## config.mk

```make
export PLATFORM = sky130hd
export DESIGN_NAME = smac_cell
export DESIGN_NICKNAME = d
export VERILOG_FILES = /design/src/rtl/smac_pkg.sv /design/src/rtl/smac_cell.sv
export SDC_FILE = /design/constraint.sdc
export NUM_CORES = 1
export LEC_CHECK = 0
export ABC_AREA = 1
export BUFFER_PORTS_ARGS = -buffer_cell sky130_fd_sc_hd__buf_2
export CAP_MARGIN = 15
export CELL_PAD_IN_SITES_DETAIL_PLACEMENT = 1
export CELL_PAD_IN_SITES_GLOBAL_PLACEMENT = 1
export CORE_AREA = 2 2 110 112
export DETAILED_ROUTE_END_ITERATION = 16
export DIE_AREA = 0 0 112 114
export GPL_ROUTABILITY_DRIVEN = 1
export MAX_ROUTING_LAYER = met4
export PLACE_DENSITY = 0.69
export SYNTH_ARGS = -nofsm -noshare
export SYNTH_HDL_FRONTEND = slang
export SYNTH_SLANG_ARGS = --single-unit
```

## constraint.sdc

```tcl
create_clock -name clk -period 1.4 [get_ports clk]
set_clock_uncertainty 0.05 [all_clocks]
set_input_delay 0.28 -clock clk [delete_from_list [all_inputs] [get_ports clk]]
set_output_delay 0.28 -clock clk [all_outputs]
set_load 0.05 [all_outputs]
```

## src/rtl/smac_pkg.sv

```systemverilog
// Shared types and constants for the moving average crossover block.
// No dependencies.
`timescale 1ns / 1ps

package smac_pkg;

  localparam int DEF_MAX_WINDOW = 256;
  localparam int DEF_PRICE_BITS = 32;

  localparam int CFG_BITS       = 9;
  localparam int CFG_INDEX_BITS = 2;

  localparam logic [CFG_BITS-1:0] SHORT_WINDOW_RESET = 9'd5;
  localparam logic [CFG_BITS-1:0] LONG_WINDOW_RESET  = 9'd20;

  typedef enum logic [CFG_INDEX_BITS-1:0] {
    REG_SHORT_WINDOW = 2'd0,
    REG_LONG_WINDOW  = 2'd1
  } cfg_reg_t;

  localparam logic SIDE_BUY  = 1'b0;
  localparam logic SIDE_SELL = 1'b1;

  // per-cell shift control
  typedef struct packed {
    logic shift;
    logic load_short;
    logic load_long;
  } cell_ctrl_t;

  // control into the decision stage
  typedef struct packed {
    logic valid;
    logic warm;
    logic clear_run;
  } dec_ctrl_t;

endpackage

```

## src/rtl/smac_cell.sv

```systemverilog
// One cell of the price delay chains: a short lane and a long lane.
// Depends on smac_pkg.
`timescale 1ns / 1ps

module smac_cell
  import smac_pkg::*;
#(
  parameter int PRICE_BITS = DEF_PRICE_BITS
) (
  input  logic                  clk,
  input  cell_ctrl_t            ctrl,
  input  logic [PRICE_BITS-1:0] price,
  input  logic [PRICE_BITS-1:0] short_prev,
  input  logic [PRICE_BITS-1:0] long_prev,
  output logic [PRICE_BITS-1:0] short_q,
  output logic [PRICE_BITS-1:0] long_q
);

  // a new price enters at the cell picked by the window length and
  // leaves the end of the chain exactly that many words later
  always_ff @(posedge clk) begin
    if (ctrl.shift) begin
      short_q <= ctrl.load_short ? price : short_prev;
      long_q  <= ctrl.load_long  ? price : long_prev;
    end
  end

endmodule

```

Yosys cells after proc, flatten, opt, wreduce, memory -nomap -nowiden. Index checks and enable logic that the tools add are counted.

Multiplexer cells: 2.

Operator list (count): two-way mux 32 bit (2).

Bits in registers: 64. Input port bits: 100. Logic and storage cells: 4.

Depth between registers and ports, before layout.
Depth after elaboration: 1. Mapped depth: 5. Gate-level depth less buffers: 3.

Least setup slack after synthesis. Ideal clock, no wire load.

Kind: in2reg. Start: in ctrl[1] (netlist bit). End: reg short_q[10], data pin. Library setup time: 0.252 ns. Arrival: 0.645 ns. Data required time: 1.098 ns. Setup slack: 0.453 ns. Stages: 4. Cell sequence: buf_6 buf_4 nand2_1 nand2_1.

Cells in the longest elaborated chain, start to end: 1.

Ends and longest elaborated chain: start, declared (line smac_cell.sv:11) `input cell_ctrl_t ctrl,`; two-way mux 32 bit (line smac_cell.sv:23) `short_q <= ctrl.load_short ? price : short_prev;`; end signal, assigned (line smac_cell.sv:23); end, declared (line smac_cell.sv:15) `output logic [PRICE_BITS-1:0] short_q,`.

No other way between the ends. A chain may end at the register's enable or synchronous reset.

Final worst setup path.
Start: reg short_q[17]. End: out short_q[17].

No word-level cell between the ends.

==> qor.csv <==
stage,metric,value,unit
placement,GP Congestion,0.7877,
worst_setup_path,worst setup path class,reg2out,
sta,Max Clk Rate,777.6,MHz
worst_setup_path,arrival time at the worst endpoint,960,ps
worst_setup_path,Setup crit start,short_q[17]$_DFFE_PP_,
sta,RSZ-0062 raised after global routing,false,
clock_network,Clock Tree Root,clkbuf_16,
sta,Slew headroom,0.7905,
route,Detail Route Antenna Nets,0,
clock_network,hold buffer count at CTS,0,
worst_setup_path,Top delay family on crit path,flip-flops,
worst_setup_path,CP Launch Type,flop,
die,Initial Util,0.2438,
placement,Setup Slack @ Placement,275.0,ps
synthesis,sequential area share after synthesis,0.6731,
clock_network,CTS clock-pin slew for the worst setup and hold paths,50,ps
flow_run,maxcap violations,0,
synthesis,Post-Syn Area per Cell,10.50,um^2
grt,largest net degree at the start of global routing,33,
power,Max rail drop VDD,0.4578,mV
clock_network,Max clock buf depth,2,
route,DR pass1 iterations,4,
placement,DPL Wire Length,6443,um
synthesis,Yosys reg bits,64,
power,leak pwr,2.013,nW
synthesis,Synth area leaders,"edfxtp_1, nand2_1, buf_6",
worst_setup_path,CP Cell Sequence,buf_2,
power,power per cell area,1375,nW/um^2
hold_path,type of the worst min-delay path,in2reg,
sta,Tcrit/Tclk final,0.9185,
worst_setup_path,slowest CP cell,edfxtp_1,
sta,endpoints failing setup,0,
final_layout,fraction of layout cells with a size suffix above 1,0.4492,
route,vias per cell,4.164,
sta,final-report max-slew violation count,0,
worst_setup_path,crit path capture type,output pin,
final_layout,post-route core utilization,0.3438,
worst_setup_path,CP Data Required Time,1070,ps
synthesis,Syn. warnings,0,
die,die area,12770,um^2
synthesis,Synth area leader,edfxtp_1,
synthesis,top-area cell type share of the netlist area,0.6731,
synthesis,synthesized cell area,2855,um^2
clock_network,CTS H-Tree Depth,3,
worst_setup_path,CP peak stage delay,400,ps
clock_network,Setup Buffers After CTS,0,
die,Die W,112,um
sta,hold_ws,172.1,ps
die,core footprint,11710,um^2
die,IO Pins,164,
grt,first-pass GRT wire length,13440,um
synthesis,ys flop type,edfxtp_1,
route,highest metal used,met4,
worst_setup_path,worst path bufs/invs,1,
clock_network,CTS tree,yes,
grt,vias in the first global route,2700,
grt,initial antenna violation count,0,
synthesis,Cells after Synth,272,
route,routed len/inst,14.60,um
clock_network,clock sinks,64,
route,Vias,2457,
worst_setup_path,Max Fanout on Critical Path,1,
sta,final hold vios,0,
clock_network,total CTS buffers,9,
die,Rows,40,
final_layout,Layout Nets,538,
sta,Final min period,1286,ps
clock_network,cts repair resizes,0,
sta,Final WS setup,114.1,ps
route,drc violations,0,
grt,aggregate global-route resource usage,0.1402,
synthesis,Unique masters post-synth,8,
sta,setup_tns,0,ps
route,Routed WL,8613,um
synthesis,number of synthesized flops with an enable pin,64,
synthesis,Post-Syn Nets,372,
synthesis,Synth async-reset ratio,0,
die,die outline height,114,um
route,routed length on met2,4729,um
final_layout,area growth from synthesis to layout,41.02,%
power,total power,5.534,mW
grt,GR Overflow Total,0,
synthesis,most numerous cell in the Yosys netlist,nand2_1,
final_layout,# diodes,0,
placement,I/O Buffers,163,
status,outcome,"finished, final reports clean",
sta,Slew @ Worst Pin,314.3,ps
route,WL met3,505,um
synthesis,Synth top cells by count,"nand2_1, edfxtp_1, nand2_2, buf_6, buf_4",
hold_path,hold path startpoint,short_prev[6],
route,met1 wire length,3256,um
route,DR iter-0 viols,141,
==> worst paths after layout <==
path	endpoint	slack, ps	cells after the start
worst max-delay path	short_q[17]	110	1
worst min-delay path	short_q[6]$_DFFE_PP_	170	3
==> sequential cells by signal, summed over array words and instances, names as in the netlist <==
signal   count
long_q      32
short_q     32
==> per-stage QoR <==
| stage | area, um^2 | cells |
|---|---|---|
| floorplan | 2855 | 272 |
| global placement | 3770 | 574 |
| detailed placement | 3770 | 574 |
| CTS | 4026 | 590 |
| global route | 4026 | 590 |
| finish | 4026 | 590 |
==> layout make-up <==
cell class | instances | area (um^2)
Clock inverter | 5 | 23.77
Sequential cell | 64 | 1922
Fill cell | 1411 | 7685
Inverter | 2 | 20.02
Tap cell | 147 | 183.9
Timing Repair Buffer | 169 | 885.9
Clock buffer | 11 | 232.7
Multi-Input combinational cell | 192 | 758.2
==> per-layer routing <==
layer	vias up	track usage
li1	1205	-
met1	1157	0.1518
met2	84	0.2497
met3	11	0.03719
met4	0	0.04959
met5	-	-
==> power breakdown <==
| group | internal [mW] | switching [mW] |
|---|---|---|
| Combinational | 0.298 | 0.929 |
| Sequential | 2.32 | 0.0469 |
| Clock | 1.18 | 0.762 |
==> placed cells by master, fill, tap and decap left out, drive strengths merged <==
master,netlist,final
clkbuf,0,11
nand2,192,192
edfxtp,64,64
buf,14,169
clkinv,0,5
inv,2,2
==> cell families (layout without fill, tap and decap cells) <==
logic type | after synthesis | count (layout) | share of synthesized area
buffers and inverters | 16 | 187 | 0.06135
flip-flops | 64 | 64 | 0.6731
AND/OR/NAND/NOR | 192 | 192 | 0.2656
(Power assumes the default switching activity.)
