`src/rtl/smac_pkg.sv`:
```
// Shared types and constants for the moving average crossover block.
// No dependencies.
`timescale 1ns / 1ps

package smac_pkg;

  localparam int DEF_MAX_WINDOW = 256;
  localparam int DEF_PRICE_BITS = 32;

  localparam int CFG_BITS       = 9;
  localparam int CFG_INDEX_BITS = 2;

  localparam logic [CFG_BITS-1:0] SHORT_WINDOW_RESET = 9'd5;
  localparam logic [CFG_BITS-1:0] LONG_WINDOW_RESET  = 9'd20;

  typedef enum logic [CFG_INDEX_BITS-1:0] {
    REG_SHORT_WINDOW = 2'd0,
    REG_LONG_WINDOW  = 2'd1
  } cfg_reg_t;

  localparam logic SIDE_BUY  = 1'b0;
  localparam logic SIDE_SELL = 1'b1;

  // per-cell shift control
  typedef struct packed {
    logic shift;
    logic load_short;
    logic load_long;
  } cell_ctrl_t;

  // control into the decision stage
  typedef struct packed {
    logic valid;
    logic warm;
    logic clear_run;
  } dec_ctrl_t;

endpackage

```
`src/rtl/smac_decide.sv`:
```
// Crossover decision stage with position state and output register.
// Depends on smac_pkg.
`timescale 1ns / 1ps

module smac_decide
  import smac_pkg::*;
#(
  parameter int PROD_BITS = 49
) (
  input  logic                 clk,
  input  logic                 rst,
  input  dec_ctrl_t            ctrl,
  input  logic [PROD_BITS-1:0] prod_short,
  input  logic [PROD_BITS-1:0] prod_long,
  output logic                 take,
  output logic                 order_valid,
  input  logic                 order_ready,
  output logic                 order_side
);

  logic prev_short_above;
  logic holding_position;
  logic cur_above;
  logic fire_buy;
  logic fire_sell;

  always_comb begin
    take      = ctrl.valid && (!order_valid || order_ready);
    cur_above = prod_short > prod_long;
    fire_buy  = ctrl.warm && !prev_short_above && cur_above && !holding_position;
    fire_sell = ctrl.warm && prev_short_above && !cur_above && holding_position;
  end

  always_ff @(posedge clk) begin
    if (rst) begin
      prev_short_above <= 1'b0;
      holding_position <= 1'b0;
      order_valid      <= 1'b0;
    end else begin
      if (ctrl.clear_run) begin
        prev_short_above <= 1'b0;
      end
      if (take) begin
        prev_short_above <= cur_above;
        if (fire_buy || fire_sell) begin
          holding_position <= fire_buy;
        end
        order_valid <= fire_buy || fire_sell;
      end else if (order_ready) begin
        order_valid <= 1'b0;
      end
    end
  end

  always_ff @(posedge clk) begin
    if (take && (fire_buy || fire_sell)) begin
      order_side <= fire_sell ? SIDE_SELL : SIDE_BUY;
    end
  end

endmodule

```
`config.mk`:
```
export PLATFORM = sky130hd
export DESIGN_NAME = smac_decide
export DESIGN_NICKNAME = d
export VERILOG_FILES = /design/src/rtl/smac_pkg.sv /design/src/rtl/smac_decide.sv
export SDC_FILE = /design/constraint.sdc
export NUM_CORES = 1
export LEC_CHECK = 0
export ABC_AREA = 1
export BUFFER_PORTS_ARGS = -buffer_cell sky130_fd_sc_hd__buf_2
export CAP_MARGIN = 15
export CORE_ASPECT_RATIO = 1.1
export CORE_MARGIN = 8
export CORE_UTILIZATION = 44
export DETAILED_ROUTE_END_ITERATION = 16
export PLACE_DENSITY = 0.82
export SETUP_SLACK_MARGIN = 0.1
export SLEW_MARGIN = 20
export SYNTH_ARGS = -nofsm -noshare
export SYNTH_HDL_FRONTEND = slang
export SYNTH_SLANG_ARGS = --single-unit
export TNS_END_PERCENT = 100
```
`constraint.sdc`:
```
create_clock -name clk -period 2.1 [get_ports clk]
set_input_delay 0.315 -clock clk [delete_from_list [all_inputs] [get_ports clk]]
set_output_delay 0.315 -clock clk [all_outputs]
set_load 0.02 [all_outputs]
```
Word level (Yosys, flattened, before mapping)
Cells that the tools add are included.
W data, S select, Z words.
- order comparisons: 1
- mux-type cells: 5
- reduce and logical (&&, ||, !) cells: 17
- operators with widths (operator ; number):
    $gt A49 B49 Y1 ; 1
    $logic_and A1 B1 Y1 ; 8
    $mux W1 ; 5
    $logic_not A1 Y1 ; 4
    $reduce_bool A2 Y1 ; 2
    $logic_or A1 B1 Y1 ; 2
    $reduce_and A2 Y1 ; 1
- register bits after elaboration: 4
- input bits: 104
- output and inout bits: 3

Longest topological paths before layout
Gate-level depths: netlist of the first run.
- depth in word-level cells: 6
- mapped depth: 17
- mapped depth without buffers: 17

Least setup slack after synthesis of the first run
OpenSTA, ideal clock, no wires.
- path kind: input -> register
- start point: input prod_long[48]
- end point: register order_side, enable pin
- library setup time: 292 ps
- data arrival time: 1443 ps
- required time: 1808 ps
- slack: 365 ps
- stages: 15
- cells stage by stage: inv_1 ha_1 nand2_1 inv_2 nand2_4 nor2_4 nand2_2 inv_1 nand2_1 nand2_1 nor2_1 nand2_2 nand2_2 nand3_2 nand2_1
- longest elaborated chain between the ends: 6
- ends and longest elaborated chain (what ; line ; source):
    start: declaration ; smac_decide.sv:14 ; input logic [PROD_BITS-1:0] prod_long,
    $gt A49 B49 Y1 (*) ; smac_decide.sv:29 ; cur_above = prod_short > prod_long;
    $logic_not A1 Y1 ; smac_decide.sv:31 ; fire_sell = ctrl.warm && prev_short_above && !cur_above && holding_position;
    $logic_and A1 B1 Y1 (2 in series) ; smac_decide.sv:31 ;
    $logic_or A1 B1 Y1 (*) ; smac_decide.sv:56 ; if (take && (fire_buy || fire_sell)) begin
    $logic_and A1 B1 Y1 (*) ; smac_decide.sv:56 ;
    end signal: assignment ; smac_decide.sv:57 ; order_side <= fire_sell ? SIDE_SELL : SIDE_BUY;
    end: declaration ; smac_decide.sv:18 ; output logic order_side
Every way passes the cells marked *; elsewhere a longest branch is shown, timed or not.
A chain may end at the register's enable or synchronous reset.

Worst setup path in the final report of the first run
- start point: input prod_short[40]
- end point: register order_side, enable pin
- longest elaborated chain between the ends: 6
- ends and longest elaborated chain (what ; line ; source):
    start: declaration ; smac_decide.sv:13 ; input logic [PROD_BITS-1:0] prod_short,
    $gt A49 B49 Y1 (*) ; smac_decide.sv:29 ;
    $logic_not A1 Y1 ; smac_decide.sv:31 ;
    $logic_and A1 B1 Y1 (2 in series) ; smac_decide.sv:31 ;
    $logic_or A1 B1 Y1 (*) ; smac_decide.sv:56 ;
    $logic_and A1 B1 Y1 (*) ; smac_decide.sv:56 ;
Marked as above.

==> results of run 1 <==
-- cells in the final DEF, fill, tap and decap left out, drive strengths merged --
master  instances
nand4           4
nor4            1
o21ai           2
inv            76
nor3            3
edfxtp          1
buf           106
dfxtp           3
nand3           5
o21a            1
a21boi          1
ha             49
a21o            4
clkbuf          4
nand2          78
a21oi          17
nor2           23
-- Yosys cell counts, types with 2 or more instances --
library cell,instances
nand4_4,2
ha_1,49
nor2_1,16
nand2_1,69
nand3_1,2
dfxtp_1,3
nor2_2,5
a21oi_1,16
nand3_2,3
o21ai_0,2
inv_2,10
nor3_1,2
a21o_1,4
nand2_2,8
inv_1,66
nor2_4,2
-- worst min path at each step --
stage / start / endpoint / slack [ps]
6_report: rst / holding_position / 290
3_5_place_dp: holding_position / holding_position / 490
4_1_cts: rst / holding_position / 290
5_1_grt: rst / holding_position / 290
2_1_floorplan: rst / holding_position / 380
3_3_place_gp: holding_position / holding_position / 470
-- logic make-up after synthesis --
logic type | count (synthesis)
flops | 4
fa+ha+maj | 49
simple gates | 114
compound gates | 25
buf+inv | 76
-- flip-flops by register name (all words and copies together), names as in the netlist --
name and flops:
holding_position 1, order_side 1, order_valid 1, prev_short_above 1
-- metal layers --
layer / routed length (um) / track usage [%] / up-vias
li1: - / - / 1044
met1: 1690 / 14.9 / 793
met2: 2180 / 26.1 / 63
met3: 418 / 3.08 / 4
met4: 23 / 2.88 / 0
met5: 0 / 0 / -
-- power by group --
part           internal (mW)  switching (mW)  total [mW]
Sequential            0.0837         0.00286      0.0866
Combinational          0.179           0.190       0.369
Clock                  0.130          0.0432       0.173
-- cell type report --
type / instances / area (sq um) / area share (%)
repair buffers: 106 / 531 / 22.7
well taps: 50 / 62.6 / 2.68
multi-input cells: 188 / 1320 / 56.5
clock buffers: 4 / 45.0 / 1.93
flip-flops and latches: 4 / 90.1 / 3.86
inverters: 76 / 285 / 12.2
-- worst max-delay path, cell delays in order --
cell	delay (ps)
buf_2	100
ha_1	300
nand2_1	120
inv_2	40
nand2_2	70
inv_1	40
nand2_1	50
nand2_1	60
nand2_1	60
nand2_1	50
nor2_1	120
nand2_2	90
nand2_2	80
nand3_2	90
nand2_1	90
==> impl_metrics.csv, run 1 <==
group,metric,value,unit
die,io_pins,107,
cts,hold_buffers,0,
synth,yosysUniqueCellTypes,25,
placement,place.gp.congestion,0.816,
worst_setup_path,setup.worst_path.start,"prod_short[40]",
die,coreArea,3680,sq um
cts,clockBufferDepth,2,
worst_setup_path,cp_data_required_time,2040,ps
run,cap_violations,0,
synth,async_flop_share,0,%
synth,synth_top_area_cell,"ha_1",
synth,synthAdderAreaFrac,36.2,%
cts,cts_setup_buffers,0,
synth,synth_cells,268,
sta,rsz0062_at_grt,"no",
synth,ys.flop_type,"dfxtp_1",
grt,antenna_found_initial,0,
die,die_y,81.1,um
synth,yosys.area_share.simple,33.2,%
synth,synth_compound_area_share,8.49,%
cts,cts-root-buf,"clkbuf_8",
die,die_w,75.2,um
cts,cts_made_buffers,3,
detailed_routing,via_per_inst,4.45,
pwr,p_per_area,270,nW/um^2
synth,synth.top_cell.area_share,36.2,%
synth,synth_area_leaders,"ha_1 (36%), nand2_1 (15%), inv_1 (15%)",
sta,finalClockSkew,6.77,ps
placement,dp_hpwl,4130,um
synth,muxShareOfSynthArea,0,%
detailed_routing,antenna_left,0,
worst_setup_path,path_class,"in2reg",
synth,synth_top_family_by_area,"adder cells",
sta,relSlewSlack,78.1,%
final_layout,postLayoutCellArea,2330,sq um
final_layout,area_growth,37.7,%
sta,post-route-period-util,83.0,%
placement,dp.cells,424,
cts,cts_tree,"built",
synth,synth.avg_cell_area,6.32,sq um
worst_setup_path,r2r_cells,5,
cts,cts.sinks,4,
worst_setup_path,reg2reg_from,"order_valid",
final_layout,diodes,0,
detailed_routing,vias,1904,
detailed_routing,drc,0,
die,die_area,6090,sq um
grt,overflow,0,
pwr,p_leak,1.59,nW
sta,max_clock_freq,0.574,GHz
synth,yosysWarningCount,0,
synth,yosysSeqAreaShare,5.32,%
synth,ys_ff_latch,4,
worst_setup_path,cp-endpoint,"order_side",
synth,synth_edf_count,1,
synth,syn_area,1690,sq um
sta,timing.hold.ws,287,ps
final_layout,fin_util,63.3,%
sta,setup_tns,0,ps
worst_setup_path,worst-path-max-fanout,3,
final_layout,fill_cells,384,
grt,grt_pass1_wl,7050,um
die,initial_core_util,46.0,%
synth,syn-num-nets,421,
placement,port_buffers,106,
placement,place_area,2290,sq um
sta,period_minus_slack,1740,ps
final_layout,finish.net_count,532,
grt,grt.total_usage,13.8,%
worst_setup_path,rrSetupSlack,850,ps
detailed_routing,routed_wl,4320,um
grt,grt_pass1_vias,1842,
worst_hold_path,min_path_cells,2,
sta,slew_violations,0,
cts,htreeDepth,1,
cts,ctsResizeCount,0,
sta,setup_ws,358,ps
sta,hold_viol_final,0,
cts,clk_latency,220,ps
worst_setup_path,timing.rr.end,"order_side",
cts,clk_pin_slew,40,ps
placement,pre_cts_slack,137,ps
detailed_routing,routedWlPerCell,10.1,um
worst_setup_path,cp.arrival,1680,ps
synth,synth-xor-area-share,0,%
final_layout,drive_above_1_share,37.8,%
worst_setup_path,startpoint_type,"primary input",
worst_setup_path,end_kind,"register",
die,rows,23,
sta,tightest_slew,326,ps
pwr,ir_drop,0.000153,V
grt,grt_max_degree,4,
pwr,total_power,0.629,mW
detailed_routing,drt_iter0_markers,27,
detailed_routing,drt_first_pass_iters,4,
sta,setup_viol,0,
worst_hold_path,min_path_type,"in2reg",
final_layout,fin_cells,428,
outcome,status,"completed",
Power figures use the tool's default switching activity.
==> run 2: changes to the inputs <==
--- a/config.mk
+++ b/config.mk
@@ -10,9 +10,9 @@
 export CAP_MARGIN = 15
 export CORE_ASPECT_RATIO = 1.1
 export CORE_MARGIN = 8
-export CORE_UTILIZATION = 44
+export CORE_UTILIZATION = 40
 export DETAILED_ROUTE_END_ITERATION = 16
-export PLACE_DENSITY = 0.82
+export PLACE_DENSITY = 0.79
 export SETUP_SLACK_MARGIN = 0.1
 export SLEW_MARGIN = 20
 export SYNTH_ARGS = -nofsm -noshare
==> constraint.sdc (replaced) <==
create_clock -name clk -period 1.45 [get_ports clk]
set_input_delay 0.2175 -clock clk [delete_from_list [all_inputs] [get_ports clk]]
set_output_delay 0.2175 -clock clk [all_outputs]
set_load 0.02 [all_outputs]
==> impl_metrics.csv, run 2 (synthesis gave the netlist of run 1 again) <==
group,metric,value,unit
outcome,status,"complete, but fails checks",
outcome,violations,"negative setup slack",
placement,place.gp.congestion,0.786,
worst_setup_path,cp.buffers_inverters,1,
cts,cts-root-buf,"clkbuf_8",
final_layout,layout_common_cells,"buf_2 (81), nand2_1 (47), ha_4 (39), inv_2 (32), inv_1 (28)",
grt,grt_pass1_wl,8610,um
pwr,p_leak,1.75,nW
detailed_routing,via_per_inst,4.67,
die,initial_core_util,40.4,%
final_layout,fin_cells,446,
grt,grt_pass1_vias,2153,
detailed_routing,antenna_left,0,
detailed_routing,routedWlPerCell,13.1,um
sta,period_minus_slack,1560,ps
worst_setup_path,crit_top_cell,"nand2_1",
final_layout,final_common_cell,"buf_2",
cts,clk_pin_slew,40,ps
final_layout,finish.net_count,546,
sta,tightest_slew,298,ps
detailed_routing,drc,0,
detailed_routing,vias,2083,
die,rows,25,
worst_setup_path,critPathTopFamily,"simple AND/OR/NAND/NOR gates",
die,die_y,84.3,um
cts,cts_made_buffers,3,
sta,max_clock_freq,0.640,GHz
placement,dp.cells,439,
die,coreArea,4190,sq um
worst_setup_path,slowest_stage,"ha_1",
sta,post-route-period-util,108,%
pwr,p_per_area,400,nW/um^2
worst_setup_path,crit_chain,"buf_2 -> ha_1 -> nand2_1 -> nand2_1 -> nand2_1 -> nand2_1 -> nand2_1 -> nand2_1 -> nand2_2 -> nand2_1 -> nand2_1 -> nand2_2 -> nand2_2 -> nand3_2 -> nand2_1",
detailed_routing,routed_wl,5830,um
sta,rsz0062_at_grt,"yes",
die,io_pins,107,
worst_setup_path,rrSetupSlack,230,ps
placement,port_buffers,106,
cts,clockBufferDepth,2,
final_layout,postLayoutCellArea,3360,sq um
grt,antenna_found_initial,0,
cts,clk_latency,230,ps
final_layout,area_growth,98.2,%
worst_setup_path,startpoint_type,"primary input",
worst_setup_path,cp.arrival,1510,ps
grt,grt_max_degree,4,
placement,pre_cts_slack,-387,ps
worst_setup_path,cp_data_required_time,1400,ps
cts,cts_tree,"built",
final_layout,diodes,0,
cts,cts.sinks,4,
final_layout,fin_util,80.1,%
cts,hold_buffers,0,
placement,dp_hpwl,4580,um
placement,place_area,2830,sq um
grt,overflow,0,
detailed_routing,drt_iter0_markers,36,
sta,setup_ws,-112,ps
sta,setup_viol,5,
die,die_area,6580,sq um
worst_setup_path,worst-path-max-fanout,3,
worst_setup_path,path_class,"in2reg",
sta,finalClockSkew,6.02,ps
run,cap_violations,0,
final_layout,drive_above_1_share,68.9,%
worst_hold_path,min_path_type,"in2reg",
sta,slew_violations,0,
worst_setup_path,end_kind,"register",
sta,relSlewSlack,79.9,%
sta,hold_viol_final,0,
cts,htreeDepth,1,
die,die_w,78.1,um
worst_setup_path,max_stage_delay,310,ps
detailed_routing,drt_first_pass_iters,4,
grt,grt.total_usage,15.0,%
final_layout,fill_cells,278,
pwr,ir_drop,0.000250,V
run 2: repair_timing:
item                                    in CTS  in global routing
endpoints found under the setup margin       5                  5
cloned                                       0                  0
pin swaps                                   23                 47
gates resized for setup                     24                 81
buffers inserted                             1                  2
run 2: where the power goes:
part | switching [mW] | internal, mW
sequential | 0.00468 | 0.121
combinational | 0.448 | 0.506
clock | 0.0755 | 0.189
total | 0.528 | 0.816
run 2: worst reg2reg max path: cells and delay by family (launching register included):
family | cells | cell delay (ps)
flops | 1 | 300
simple gates | 5 | 650
run 2: area by class of cell:
type / count / area (sq um) / share of cell area (%)
sequential: 4 / 90.1 / 2.68
tap: 54 / 67.6 / 2.01
clock buffer: 4 / 45.0 / 1.34
inverter: 76 / 353 / 10.5
timing repair buffer: 120 / 816 / 24.3
multi-input combinational: 188 / 1990 / 59.2
run 2: routing by layer:
| metal | share of wire, % | GRT usage, % | wire length (um) | vias up |
|---|---|---|---|---|
| met1 | 36 | 15.4 | 2110 | 943 |
| met5 | 0 | 0 | 0 | - |
| li1 | - | - | - | 1070 |
| met4 | 1.1 | 4.05 | 63 | 0 |
| met3 | 5.1 | 3.85 | 298 | 7 |
| met2 | 58 | 28.8 | 3360 | 63 |
run 2: path summary, 6_finish.rpt:
path,endpoint,depth (start not counted),from
max,order_side,15,prod_short[2]
min,holding_position,2,rst
max reg2reg,order_side,5,order_valid
min reg2reg,holding_position,2,holding_position
run 2: through the flow:
stage | hold slack (ps) | total power, mW | TNS [ps]
detailed placement | 401 | 0.855 | -1520
global route | 177 | 1.46 | -873
global placement | 401 | 0.830 | -1370
floorplan | 280 | 0.565 | -206
finish | 173 | 1.34 | -372
CTS | 165 | 1.17 | -169
==> run 3: changes to the inputs <==
--- a/config.mk
+++ b/config.mk
@@ -6,13 +6,12 @@
 export NUM_CORES = 1
 export LEC_CHECK = 0
 export ABC_AREA = 1
-export BUFFER_PORTS_ARGS = -buffer_cell sky130_fd_sc_hd__buf_2
 export CAP_MARGIN = 15
 export CORE_ASPECT_RATIO = 1.1
 export CORE_MARGIN = 8
-export CORE_UTILIZATION = 40
+export CORE_UTILIZATION = 45
 export DETAILED_ROUTE_END_ITERATION = 16
-export PLACE_DENSITY = 0.79
+export DONT_BUFFER_PORTS = 1
 export SETUP_SLACK_MARGIN = 0.1
 export SLEW_MARGIN = 20
 export SYNTH_ARGS = -nofsm -noshare
==> impl_metrics.csv, run 3 (synthesis gave the netlist of run 1 again) <==
group,metric,value,unit
die,io_pins,107,
outcome,violations,"negative setup slack",
final_layout,diodes,0,
cts,htreeDepth,1,
detailed_routing,routed_wl,4850,um
worst_hold_path,hold-path-endpoint,"holding_position",
die,die_y,80.4,um
sta,slew_violations,0,
sta,period_minus_slack,1480,ps
sta,relSlewSlack,74.5,%
cts,cts-root-buf,"clkbuf_8",
final_layout,postLayoutCellArea,2650,sq um
die,initial_core_util,46.7,%
grt,antenna_found_initial,0,
detailed_routing,via_per_inst,4.85,
placement,place_area,2290,sq um
pwr,p_leak,1.26,nW
final_layout,fin_util,73.0,%
final_layout,drive_above_1_share,54.7,%
outcome,status,"complete, but fails checks",
sta,tightest_slew,378,ps
worst_setup_path,startpoint_type,"primary input",
placement,port_buffers,0,
worst_setup_path,end_kind,"register",
die,coreArea,3630,sq um
worst_hold_path,min_path_type,"in2reg",
cts,clk_latency,230,ps
worst_setup_path,worst-path-max-fanout,3,
sta,max_clock_freq,0.677,GHz
detailed_routing,routedWlPerCell,14.4,um
pwr,p_per_area,401,nW/um^2
sta,setup_ws,-26.5,ps
sta,setup_viol,2,
detailed_routing,antenna_left,0,
grt,grt_pass1_vias,1769,
sta,finalClockSkew,7.62,ps
grt,grt.total_usage,14.6,%
grt,overflow,0,
placement,place.gp.congestion,0.754,
worst_setup_path,cp.arrival,1420,ps
detailed_routing,drt_first_pass_iters,4,
detailed_routing,vias,1634,
worst_setup_path,reg2reg_from,"order_valid",
worst_setup_path,rrSetupSlack,120,ps
die,rows,23,
cts,clk_pin_slew,40,ps
grt,grt_max_degree,4,
die,die_w,74.5,um
worst_setup_path,r2r_cells,5,
pwr,total_power,1.06,mW
sta,hold_viol_final,0,
pwr,ir_drop,0.000235,V
detailed_routing,drt_iter0_markers,40,
worst_setup_path,timing.rr.end,"order_side",
final_layout,layout_common_cells,"nand2_1 (52), ha_4 (40), inv_2 (31), inv_1 (29), nand2_2 (18)",
worst_hold_path,min_path_cells,1,
cts,clockBufferDepth,2,
final_layout,area_growth,56.2,%
final_layout,finish.net_count,441,
run,cap_violations,0,
sta,rsz0062_at_grt,"yes",
sta,post-route-period-util,102,%
worst_setup_path,cp_data_required_time,1400,ps
final_layout,final_common_cell,"nand2_1",
detailed_routing,drc,0,
placement,dp_hpwl,3890,um
sta,setup_tns,-43.7,ps
worst_setup_path,path_class,"in2reg",
cts,cts_made_buffers,3,
cts,cts_tree,"built",
cts,cts.sinks,4,
worst_hold_path,hold_start,"rst",
placement,pre_cts_slack,-265,ps
grt,grt_pass1_wl,7140,um
die,die_area,5990,sq um
-- run 3: cell types whose count changed in the layout (fill, tap and decap cells not counted), moves of 3 or more --
cell / previous run / this run
buf_6: 24 / 2
a21oi_2: 8 / 4
nand2_1: 47 / 52
buf_2: 81 / 0
nand2_2: 21 / 18
a21oi_1: 9 / 13
-- run 3: layout make-up --
type                            instances  area (sq um)
Inverter                               76           360
Tap cell                               50          62.6
Timing Repair Buffer                   15           120
Clock buffer                            4          45.0
Sequential cell                         4          90.1
Fill cell                             277           980
Multi-Input combinational cell        188          1970
-- run 3: routing by layer --
layer | wire length [um] | vias up | global-route usage [%]
met5 | 0 | - | 0
met4 | 51 | 0 | 2.35
met3 | 483 | 4 | 5.35
met2 | 2610 | 63 | 28.4
met1 | 1710 | 707 | 14.1
li1 | - | 860 | -
-- run 3: worst max-delay path: stages --
cell	delay [ps]
inv_2	20
ha_4	260
nand2_4	50
nor2_4	110
nand4_1	130
nor3_2	220
nand3_2	120
nand2_2	110
nand3_4	90
nand2_2	80
-- run 3: report_power, final --
part           total (mW)  leakage [nW]  switching (mW)  internal [mW]
Clock               0.263        0.0228          0.0740          0.189
Sequential          0.128        0.0336         0.00674          0.121
Combinational       0.671          1.20           0.330          0.341
Total                1.06          1.26           0.411          0.651
-- run 3: per-stage QoR --
stage / cells / hold slack (ps)
final: 337 / 54.4
after global routing: 337 / 53.5
after CTS: 335 / 57.5
after detailed placement: 330 / 283
after global placement: 330 / 281
after floorplan: 268 / 280
-- run 3: what timing repair did --
| action | in CTS | in global routing |
|---|---|---|
| endpoints found under the setup margin | 4 | 5 |
| cloned | 0 | 0 |
| pin swaps | 38 | 43 |
| gates resized for setup | 27 | 38 |
| setup buffers | 1 | 2 |
| hold buffers | 0 | 0 |
-- run 3: worst max path at each step --
stage | startpoint | endpoint | slack [ps] | cells after the start
final | prod_long[6] | order_side | -30 | 10
after global routing | prod_short[30] | order_side | -140 | 12
after CTS | prod_long[40] | order_side | 30 | 14
after detailed placement | prod_long[30] | order_side | -260 | 13
after global placement | prod_long[14] | order_side | -250 | 13
after floorplan | prod_long[39] | order_side | -130 | 15
